<file path="config.mk">
export PLATFORM = sky130hd
export DESIGN_NAME = priority_scheduler_anti_starvation
export DESIGN_NICKNAME = d
export VERILOG_FILES = /design/src/design/pss_pkg.sv /design/src/design/pss_ram.sv /design/src/design/priority_scheduler_anti_starvation.sv
export SDC_FILE = /design/constraint.sdc
export NUM_CORES = 1
export LEC_CHECK = 0
export BUFFER_PORTS_ARGS = -buffer_cell sky130_fd_sc_hd__buf_4
export CORE_ASPECT_RATIO = 0.75
export CORE_UTILIZATION = 59
export CTS_BUF_LIST = sky130_fd_sc_hd__clkbuf_8
export DETAILED_ROUTE_END_ITERATION = 8
export PLACE_DENSITY = 0.83
export SETUP_SLACK_MARGIN = 0.3
export SYNTH_ARGS = -nofsm -noshare
export SYNTH_HDL_FRONTEND = slang
export SYNTH_SLANG_ARGS = --single-unit
export TNS_END_PERCENT = 5
</file>
<file path="constraint.sdc">
create_clock -name clk_i -period 5.94 [get_ports clk_i]
set_clock_uncertainty 0.1 [all_clocks]
set_input_delay 0.297 -clock clk_i [delete_from_list [all_inputs] [get_ports clk_i]]
set_output_delay 0.297 -clock clk_i [all_outputs]
set_load 0.1 [all_outputs]
</file>
<file path="src/design/pss_pkg.sv">
package pss_pkg;

  localparam int NUM_PROCESSES = 64;
  localparam int NUM_LEVELS    = 8;
  localparam int PID_W         = $clog2(NUM_PROCESSES);
  localparam int LVL_W         = $clog2(NUM_LEVELS);
  localparam int CNT_W         = PID_W + 1;
  localparam int BURST_W       = 4;
  localparam logic [BURST_W-1:0] BURST_RESET = BURST_W'(5);

  typedef enum logic [2:0] {
    CMD_START    = 3'd0,
    CMD_READY    = 3'd1,
    CMD_PREEMPT  = 3'd2,
    CMD_BLOCK    = 3'd3,
    CMD_SCHEDULE = 3'd4
  } cmd_e;

  typedef enum logic [1:0] {
    ST_UNUSED  = 2'd0,
    ST_READY   = 2'd1,
    ST_RUNNING = 2'd2,
    ST_WAITING = 2'd3
  } proc_st_e;

  typedef struct packed {
    logic [LVL_W-1:0] level;
    proc_st_e         st;
  } pcb_t;

endpackage

</file>
<file path="src/design/pss_ram.sv">
module pss_ram #(
  parameter int WIDTH = 8,
  parameter int DEPTH = 64
) (
  input  logic                     clk_i,
  input  logic                     we_i,
  input  logic [$clog2(DEPTH)-1:0] waddr_i,
  input  logic [WIDTH-1:0]         wdata_i,
  input  logic [$clog2(DEPTH)-1:0] raddr_i,
  output logic [WIDTH-1:0]         rdata_o
);

  logic [WIDTH-1:0] mem_q [DEPTH];

  always_ff @(posedge clk_i) begin
    if (we_i) begin
      mem_q[waddr_i] <= wdata_i;
    end
    rdata_o <= mem_q[raddr_i];
  end

endmodule

</file>
<file path="src/design/priority_scheduler_anti_starvation.sv">
// Channel        | Direction | Contents
// s_axis         | in        | tdata: command, process_id, priority_req
// m_axis         | out       | tdata: status, chosen_valid, chosen_id
// burst_limit    | in        | write enable and 4-bit value
// A result is valid on the edge that accepts an unknown command, on the next edge for
// start, ready, preempt and block, and for schedule after a walk over the levels from
// the top, then a dequeue and a link read if a process is picked; else after the walk.
// The walk over the levels and the registered read of each memory set this timing.
// An item is taken only while idle and the output register is empty.
// Reset marks every process unused and empties every queue at once.
module priority_scheduler_anti_starvation (
  input  logic        clk_i,
  input  logic        rst_ni,
  input  logic        s_axis_tvalid,
  output logic        s_axis_tready,
  input  logic [15:0] s_axis_tdata,  // command[2:0], process_id[8:3], priority_req[11:9]
  output logic        m_axis_tvalid,
  input  logic        m_axis_tready,
  output logic [7:0]  m_axis_tdata,  // status[0], chosen_valid[1], chosen_id[7:2]
  input  logic        burst_limit_we_i,
  input  logic [3:0]  burst_limit_i
);

  localparam int NP = pss_pkg::NUM_PROCESSES;
  localparam int NL = pss_pkg::NUM_LEVELS;
  localparam int PW = pss_pkg::PID_W;
  localparam int LW = pss_pkg::LVL_W;
  localparam int CW = pss_pkg::CNT_W;
  localparam int BW = pss_pkg::BURST_W;

  typedef enum logic [4:0] {
    S_IDLE = 5'b00001,
    S_LOOK = 5'b00010,
    S_WALK = 5'b00100,
    S_DEQ  = 5'b01000,
    S_LINK = 5'b10000
  } fsm_e;

  fsm_e                     state_q, state_d;
  logic [BW-1:0]            limit_q;
  logic [2:0]               cmd_q, cmd_d;
  logic [PW-1:0]            pid_q, pid_d;
  logic [2:0]               prio_q, prio_d;
  logic                     used_rd_q, used_rd_d;
  logic [NP-1:0]            used_q, used_d;
  logic [LW-1:0]            lvl_q, lvl_d, fb_q, fb_d, sel_q, sel_d;
  logic                     fbv_q, fbv_d;
  logic [PW-1:0]            pick_q, pick_d;
  logic [CW-1:0]            qc_q [NL];
  logic [CW-1:0]            qc_d [NL];
  logic [BW-1:0]            bc_q [NL];
  logic [BW-1:0]            bc_d [NL];
  logic [PW-1:0]            head_q [NL];
  logic [PW-1:0]            head_d [NL];
  logic [PW-1:0]            tail_q [NL];
  logic [PW-1:0]            tail_d [NL];
  logic                     mv_q, mv_d;
  logic [7:0]               md_q, md_d;

  logic                     pcb_we;
  logic [PW-1:0]            pcb_waddr;
  pss_pkg::pcb_t            pcb_wdata, pcb_rd;
  logic [$bits(pss_pkg::pcb_t)-1:0] pcb_rdata;
  logic                     nl_we;
  logic [PW-1:0]            nl_waddr, nl_wdata, nl_raddr, nl_rdata;

  logic [2:0]               in_cmd;
  logic [PW-1:0]            in_pid;
  logic [2:0]               in_prio;
  pss_pkg::proc_st_e        cur_st;
  logic                     ok, nonempty, take;
  logic [LW-1:0]            fb_n, push_lvl;
  logic                     fbv_n;

  assign in_cmd  = s_axis_tdata[2:0];
  assign in_pid  = s_axis_tdata[3 +: PW];
  assign in_prio = s_axis_tdata[11:9];
  assign pcb_rd  = pss_pkg::pcb_t'(pcb_rdata);
  assign cur_st  = used_rd_q ? pcb_rd.st : pss_pkg::ST_UNUSED;
  assign push_lvl = pcb_rd.level;

  assign s_axis_tready = (state_q == S_IDLE) && !mv_q;
  assign m_axis_tvalid = mv_q;
  assign m_axis_tdata  = md_q;

  pss_ram #(.WIDTH($bits(pss_pkg::pcb_t)), .DEPTH(NP)) u_pcb_ram (
    .clk_i   (clk_i),
    .we_i    (pcb_we),
    .waddr_i (pcb_waddr),
    .wdata_i (pcb_wdata),
    .raddr_i (in_pid),
    .rdata_o (pcb_rdata)
  );

  pss_ram #(.WIDTH(PW), .DEPTH(NP)) u_link_ram (
    .clk_i   (clk_i),
    .we_i    (nl_we),
    .waddr_i (nl_waddr),
    .wdata_i (nl_wdata),
    .raddr_i (nl_raddr),
    .rdata_o (nl_rdata)
  );

  always_comb begin
    state_d   = state_q;
    cmd_d     = cmd_q;
    pid_d     = pid_q;
    prio_d    = prio_q;
    used_rd_d = used_rd_q;
    used_d    = used_q;
    lvl_d     = lvl_q;
    fb_d      = fb_q;
    fbv_d     = fbv_q;
    sel_d     = sel_q;
    pick_d    = pick_q;
    qc_d      = qc_q;
    bc_d      = bc_q;
    head_d    = head_q;
    tail_d    = tail_q;
    mv_d      = mv_q && !m_axis_tready;
    md_d      = md_q;
    pcb_we    = 1'b0;
    pcb_waddr = pid_q;
    pcb_wdata = pcb_rd;
    nl_we     = 1'b0;
    nl_waddr  = tail_q[push_lvl];
    nl_wdata  = pid_q;
    nl_raddr  = head_q[sel_q];
    ok        = 1'b0;
    nonempty  = qc_q[lvl_q] != '0;
    take      = nonempty && (bc_q[lvl_q] < limit_q);
    fb_n      = nonempty ? lvl_q : fb_q;
    fbv_n     = fbv_q || nonempty;

    unique case (state_q)
      S_IDLE: begin
        if (s_axis_tvalid && s_axis_tready) begin
          cmd_d     = in_cmd;
          pid_d     = in_pid;
          prio_d    = in_prio;
          used_rd_d = used_q[in_pid];
          case (in_cmd)
            pss_pkg::CMD_SCHEDULE: begin
              state_d = S_WALK;
              lvl_d   = LW'(NL - 1);
              fbv_d   = 1'b0;
            end
            pss_pkg::CMD_START, pss_pkg::CMD_READY,
            pss_pkg::CMD_PREEMPT, pss_pkg::CMD_BLOCK: begin
              state_d = S_LOOK;
            end
            default: begin
              mv_d = 1'b1;
              md_d = 8'h01;
            end
          endcase
        end
      end
      S_LOOK: begin
        case (cmd_q)
          pss_pkg::CMD_START: begin
            ok = (cur_st == pss_pkg::ST_UNUSED) && (32'(prio_q) < NL);
            pcb_wdata.st    = pss_pkg::ST_WAITING;
            pcb_wdata.level = LW'(prio_q);
            if (ok) begin
              used_d[pid_q] = 1'b1;
            end
          end
          pss_pkg::CMD_BLOCK: begin
            ok = cur_st == pss_pkg::ST_RUNNING;
            pcb_wdata.st = pss_pkg::ST_WAITING;
          end
          default: begin
            ok = (cmd_q == pss_pkg::CMD_READY) ? (cur_st == pss_pkg::ST_WAITING)
                                               : (cur_st == pss_pkg::ST_RUNNING);
            pcb_wdata.st = pss_pkg::ST_READY;
            if (ok) begin
              if (qc_q[push_lvl] == '0) begin
                head_d[push_lvl] = pid_q;
              end else begin
                nl_we = 1'b1;
              end
              tail_d[push_lvl] = pid_q;
              qc_d[push_lvl]   = qc_q[push_lvl] + CW'(1);
            end
          end
        endcase
        pcb_we  = ok;
        mv_d    = 1'b1;
        md_d    = {7'd0, !ok};
        state_d = S_IDLE;
      end
      S_WALK: begin
        if (take) begin
          sel_d   = lvl_q;
          state_d = S_DEQ;
        end else begin
          bc_d[lvl_q] = '0;
          if (lvl_q == '0) begin
            if (fbv_n) begin
              sel_d   = fb_n;
              state_d = S_DEQ;
            end else begin
              mv_d    = 1'b1;
              md_d    = 8'h00;
              state_d = S_IDLE;
            end
          end else begin
            lvl_d = lvl_q - LW'(1);
            fb_d  = fb_n;
            fbv_d = fbv_n;
          end
        end
      end
      S_DEQ: begin
        pick_d          = head_q[sel_q];
        qc_d[sel_q]     = qc_q[sel_q] - CW'(1);
        bc_d[sel_q]     = bc_q[sel_q] + BW'(1);
        pcb_we          = 1'b1;
        pcb_waddr       = head_q[sel_q];
        pcb_wdata.st    = pss_pkg::ST_RUNNING;
        pcb_wdata.level = sel_q;
        state_d         = S_LINK;
      end
      S_LINK: begin
        if (qc_q[sel_q] != '0) begin
          head_d[sel_q] = nl_rdata;
        end
        mv_d    = 1'b1;
        md_d    = {pick_q, 1'b1, 1'b0};
        state_d = S_IDLE;
      end
      default: begin
        state_d = S_IDLE;
      end
    endcase
  end

  always_ff @(posedge clk_i or negedge rst_ni) begin
    if (!rst_ni) begin
      state_q <= S_IDLE;
      limit_q <= pss_pkg::BURST_RESET;
      used_q  <= '0;
      mv_q    <= 1'b0;
      for (int i = 0; i < NL; i++) begin
        qc_q[i] <= '0;
        bc_q[i] <= '0;
      end
    end else begin
      state_q <= state_d;
      if (burst_limit_we_i) begin
        limit_q <= burst_limit_i;
      end
      used_q <= used_d;
      mv_q   <= mv_d;
      qc_q   <= qc_d;
      bc_q   <= bc_d;
    end
  end

  always_ff @(posedge clk_i) begin
    cmd_q     <= cmd_d;
    pid_q     <= pid_d;
    prio_q    <= prio_d;
    used_rd_q <= used_rd_d;
    lvl_q     <= lvl_d;
    fb_q      <= fb_d;
    fbv_q     <= fbv_d;
    sel_q     <= sel_d;
    pick_q    <= pick_d;
    md_q      <= md_d;
    head_q    <= head_d;
    tail_q    <= tail_d;
  end

endmodule
</file>
## After elaboration in Yosys (flattened, before gate mapping)

Memory sizes are Yosys's and may differ from the RTL's. A register that Yosys moved wholly into a read port is not among the register bits.
Cells that the tools add are included.

| cells by class | value |
|---|---|
| add/subtract/negate cells | 4 |
| equality and inequality tests | 26 |
| order comparisons | 10 |
| bitwise gates (word level) | 9 |
| reduce and logical (&&, ||, !) cells | 41 |
| muxes and demuxes | 102 |

Operators with widths:

| cell | number |
|---|---|
| 2-to-1 mux 48 bit | 4 |
| bitwise mux 48 bit | 3 |
| bitwise mux 56 bit | 2 |
| 2-to-1 mux 56 bit | 2 |
| one-hot mux 56 bit (2 select lines) | 1 |
| one-hot mux 48 bit (2 select lines) | 1 |
| bitwise OR 64 bit | 1 |
| one-hot mux 32 bit (2 select lines) | 1 |
| binary-select mux 7 bit (select 3 bit) | 3 |
| 2-to-1 mux 7 bit | 8 |
| demux 7 bit (select 3 bit) | 2 |
| 2-to-1 mux 6 bit | 7 |
| 2-to-1 mux 8 bit | 5 |
| binary-select mux 6 bit (select 3 bit) | 2 |
| demux 6 bit (select 3 bit) | 2 |
| AND 32 bit | 1 |
| bitwise mux 32 bit | 1 |
| 2-to-1 mux 32 bit | 1 |
| NOT 32 bit | 1 |
| one-hot mux 8 bit (4 select lines) | 1 |
| 2-to-1 mux 4 bit | 7 |
| 2-to-1 mux 3 bit | 9 |
| binary-select mux 4 bit (select 3 bit) | 2 |
| demux 4 bit (select 3 bit) | 2 |
| other kinds (50) | 123 |

| storage, ports and cells | value |
|---|---|
| register bits after elaboration | 295 |
| memory bits (writable) | 704 |
| bits of input ports | 25 |
| word-level logic and storage cells | 240 |
| memories | 2 |

Memories:

| name | words | width | rd ports | clocked after Yosys merged registers in | wr ports | line | source |
|---|---|---|---|---|---|---|---|
| u_link_ram.mem_q | 64 | 6 | 1 | 1 | 1 | pss_ram.sv:13 | `logic [WIDTH-1:0] mem_q [DEPTH];` |
| u_pcb_ram.mem_q | 64 | 5 | 1 | 1 | 1 | pss_ram.sv:13 |  |

## Longest topological paths before layout

| logic depth | value |
|---|---|
| word-level depth | 11 |
| gate-level depth with buffers | 15 |

## By module

Synthesis repeated with hierarchy kept, for this count alone.

| unflattened totals | value |
|---|---|
| cell total of the unflattened synthesis | 2,663 |
| area total of the unflattened synthesis | 42,967.5 um2 |

By module, submodules not included:

| module | cells each | area each (um2) | sequential area each (um2) | times used |
|---|---|---|---|---|
| pss_ram at u_link_ram | 729 | 15,205.8 | 11,651.2 | 1 |
| priority_scheduler_anti_starvation | 1,324 | 14,993.1 | 8,051.5 | 1 |
| pss_ram at u_pcb_ram | 610 | 12,768.5 | 9,709.3 | 1 |

## Least setup slack after synthesis

No wires, ideal clock.

| timing | value |
|---|---|
| kind | register -> register |
| start point | reg state_q[4] |
| end point | mem u_pcb_ram.mem_q[0][1] (netlist bit) (data pin) |
| data arrival time | 5,010 ps |
| stages on the path, launching flop included | 4 |
| path buffers | 0 |
| path slack | -178 ps |
| setup time | 1,008 ps |
| data required time | 4,832 ps |
| cell sequence | dfrtp_1 -> nor2_1 -> nand3_1 -> o311ai_0 |

RTL lines:

| element | line | source |
|---|---|---|
| from (decl) | priority_scheduler_anti_starvation.sv:39 | `fsm_e state_q, state_d;` |
| from (signal assigned) | priority_scheduler_anti_starvation.sv:250 | `state_q <= state_d;` |
| to (decl) | pss_ram.sv:13 |  |

## Worst setup path in the final report

| timing | value |
|---|---|
| start point | reg sel_q[2] |
| end point | reg u_link_ram.rdata_o[0], read port of u_link_ram.mem_q |

| between the ends | value |
|---|---|
| longest elaborated chain between the ends | 4 |

Ends and longest elaborated chain:

| element | line | source |
|---|---|---|
| from (decl) | priority_scheduler_anti_starvation.sv:46 | `logic [LW-1:0] lvl_q, lvl_d, fb_q, fb_d, sel_q, sel_d;` |
| from (signal assigned) | priority_scheduler_anti_starvation.sv:269 | `sel_q <= sel_d;` |
| NOT 3 -> 4 bit (implied by the code) | priority_scheduler_anti_starvation.sv:128 | `nl_raddr = head_q[sel_q];` |
| binary-select mux 6 bit (select 3 bit) | priority_scheduler_anti_starvation.sv:128 |  |
| 2-to-1 mux 6 bit (implied by the code) (2 in series) | priority_scheduler_anti_starvation.sv:128 |  |
| to (decl) | pss_ram.sv:10 | `output logic [WIDTH-1:0] rdata_o` |

No other way between the ends. The select of a mux whose other input is x is not followed.
A chain may end at the register's enable or synchronous reset.

==> flow_metrics.py <==
metrics = {
    "run_status": {
        "run_status": "finished clean",
    },
    "clocking": {
        "clkTransAtPathRegs_ps": 70,
        "post_cts_resize_count": 0,
        "post_cts_buffers": 0,
        "worstSkewPairLatency_ps": 850,
        "cts_buffer_depth": 3,
        "cts_tree": "yes",
        "cts_root_buf": "clkbuf_8",
        "cts_hold_buf": 18,
        "cts_sinks": 1010,
        "cts.htree.levels": 4,
        "cts_buffers": 148,
    },
    "logic_synthesis": {
        "ys_types": 75,
        "synth_edf_count": 837,
        "synth_area_leader_cell": "edfxtp_1",
        "ys_ff_latch": 1010,
        "synth.area.top_cells": "edfxtp_1, dfrtp_1, mux4_2",
        "postSynthCellCount": 3050,
        "syn-cell-area_um2": 43200,
        "synthTopCellsByCount": "edfxtp_1, nand2_1, nor2_1, nand3_1, dfrtp_1",
        "synth_top_area_share_pct": 58.2,
        "async_flop_share_pct": 16.0,
        "syn_avg_cell_area_um2": 14.2,
        "ys_warn_count": 0,
        "seq_area_frac_synth_pct": 68.1,
        "synth.most_common_cell": "edfxtp_1",
        "synth-main-ff-cell": "edfxtp_1",
        "synth_nets": 3085,
    },
    "sta": {
        "fin_setup_tns_ps": 0,
        "finalHoldWorstSlack_ps": 18.5,
        "relSlewSlack_pct": 13.4,
        "rsz0062_at_grt": "false",
        "fin_crit_sh_pct": 79.2,
        "hold_violations": 0,
        "fmax_ghz": 0.213,
        "period_minus_slack_ps": 4700,
        "slew_viol_final": 0,
        "worst_slew_pin_slew_ps": 1300,
        "setup_violations": 0,
    },
    "global_routing": {
        "grt_pass1_wl_um": 171000,
        "grt_overflow": 0,
        "grt_pass1_vias": 28000,
        "grt_usage_pct": 31.0,
        "antenna_found_initial": 5,
        "grt_max_degree": 92,
    },
    "pwr": {
        "p_per_area_nw_per_um2": 317,
        "p_total_w": 0.0150,
        "p_leak_nw": 17.4,
        "ir_worst_vdd_mv": 0.263,
    },
    "setup_path": {
        "cp_data_arrival_time_ps": 5270,
        "cp.required_ps": 6510,
        "r2r_cells": 10,
        "r2r-start": "sel_q[2]",
        "crit_path_max_fanout": 61,
        "worst-r2r-setup-slack_ps": 1240,
        "endpoint_kind": "register",
        "critPathLaunchType": "register",
        "crit_type": "reg -> reg",
        "r2r-end": "u_link_ram.rdata_o[0]",
    },
    "die": {
        "num_io_pins": 35,
        "coreArea_um2": 72100,
        "die_w_um": 314,
        "fp.dieH_um": 236,
        "initial_core_util_pct": 59.9,
        "die_area_um2": 74300,
        "rows": 85,
    },
    "place": {
        "place_area_um2": 44300,
        "port_buffers": 30,
        "place_inst": 3909,
        "place_hpwl_um": 73100,
        "place_congestion": 0.983,
    },
    "drt": {
        "drc": 0,
        "dr.pass1.iters": 7,
        "wl_per_cell_um": 27.2,
        "ant_nets": 0,
        "drt_wl_total_um": 114000,
        "num_vias": 28500,
        "drt-initial-drc-count": 4473,
        "vias_per_cell": 6.79,
    },
    "layout": {
        "fin_cells": 4194,
        "final_area_um2": 47300,
        "final_nets": 3155,
        "syn2layout_area_growth_pct": 9.48,
        "drive_above_1_share_pct": 14.3,
    },
    "worst_hold_path": {
        "hp-class": "in -> async",
    },
    "run": {
        "max_cap_viol_count": 0,
    },
}
-- cell type report --
type,count,area [um^2]
Sequential cell,1010,29400
Fill cell,4815,24800
Multi-Input combinational cell,1822,12900
Clock buffer,153,2110
Tap cell,957,1200
Timing Repair Buffer,110,891
Clock inverter,112,641
Inverter,28,110
Antenna cell,2,5.00
-- registers in the layout, indices dropped and copies added (netlist names) --
name and count:
bc_q 32, m_axis_tdata 8, qc_q 56, cmd_q 3
tail_q 48, pick_q 6, sel_q 3, fbv_q 1
u_pcb_ram.mem_q 320, fb_q 3, u_link_ram.rdata_o 6, used_rd_q 1
u_pcb_ram.rdata_o 5, used_q 64, head_q 48, m_axis_tvalid 1
u_link_ram.mem_q 384, state_q 5, prio_q 3, lvl_q 3
limit_q 4, nl_wdata 6
-- critical path, stage by stage, from the launching register on --
cell and delay, ps:
edfxtp_1 390, inv_1 590, mux4_4 1070, inv_6 290
buf_4 650, mux2i_1 330, mux2i_1 100, o22ai_1 250
a31oi_1 90, a2bb2oi_1 490, nand4_1 150
-- layer usage --
metal | global-route usage [%] | share of wire (%)
met2 | 44.7 | 44
met5 | 0 | 0.0070
met4 | 11.4 | 3.3
met3 | 9.93 | 14
met1 | 44.4 | 39
-- how the worst max path moves through the flow --
stage	from	endpoint	slack, ps	cells after the start
final	sel_q[2]	u_link_ram.rdata_o[0]	1240	10
after global routing	sel_q[2]	u_link_ram.rdata_o[5]	1140	10
after CTS	sel_q[2]	u_link_ram.rdata_o[5]	1420	10
after detailed placement	sel_q[2]	u_link_ram.rdata_o[5]	1420	10
after global placement	sel_q[2]	u_link_ram.rdata_o[5]	1540	10
after floorplan	state_q[4]	u_pcb_ram.mem_q[0][1]	1530	3
-- cells by family after synthesis --
kind of cell | share of synthesized area, %
adder cells (fa/ha/maj) | 0.290
XOR/XNOR | 0.261
AND/OR/NAND/NOR | 10.7
AO/OA/AOI/OAI | 7.86
buffers and inverters | 2.09
multiplexers | 10.7
flip-flops | 68.1
-- per-stage QoR --
| stage | utilization [%] | setup slack (ps) |
|---|---|---|
| 4_1_cts | 65.6 | 1420 |
| 3_5_place_dp | 61.5 | 1420 |
| 6_report | 65.6 | 1240 |
| 2_1_floorplan | - | 1530 |
| 5_1_grt | 65.6 | 1140 |
| 3_3_place_gp | 61.5 | 1540 |
-- power by group --
group | internal, W | switching, W | leakage, nW
logic | 0.000380 | 0.00119 | 5.85
clock network | 0.00256 | 0.00271 | 1.64
registers | 0.00801 | 0.000121 | 9.88
-- cell usage in the layout (no fill, tap or decap), types with 10 or more instances in the layout --
cell           count
a21o_1            68
a21oi_1           37
a221o_1           14
a221oi_1          24
a22o_1            32
a22oi_1           55
a31oi_1           39
and2_1            27
and3_1            36
buf_4             89
clkbuf_8         153
clkinv_1          21
dfrtp_1          159
dlygate4sd3_1     18
edfxtp_1         837
ha_1              10
inv_1             90
mux2_2            19
mux2i_1          102
mux4_2           149
nand2_1          468
nand2b_1          12
nand3_1          165
nand4_1           12
nor2_1           229
nor2b_1           19
nor3_1            31
nor4_1            16
o21ai_0           80
o21ai_1           11
o221ai_1          18
o22ai_1           32
o31ai_1           15
(Power assumes the default switching activity.)
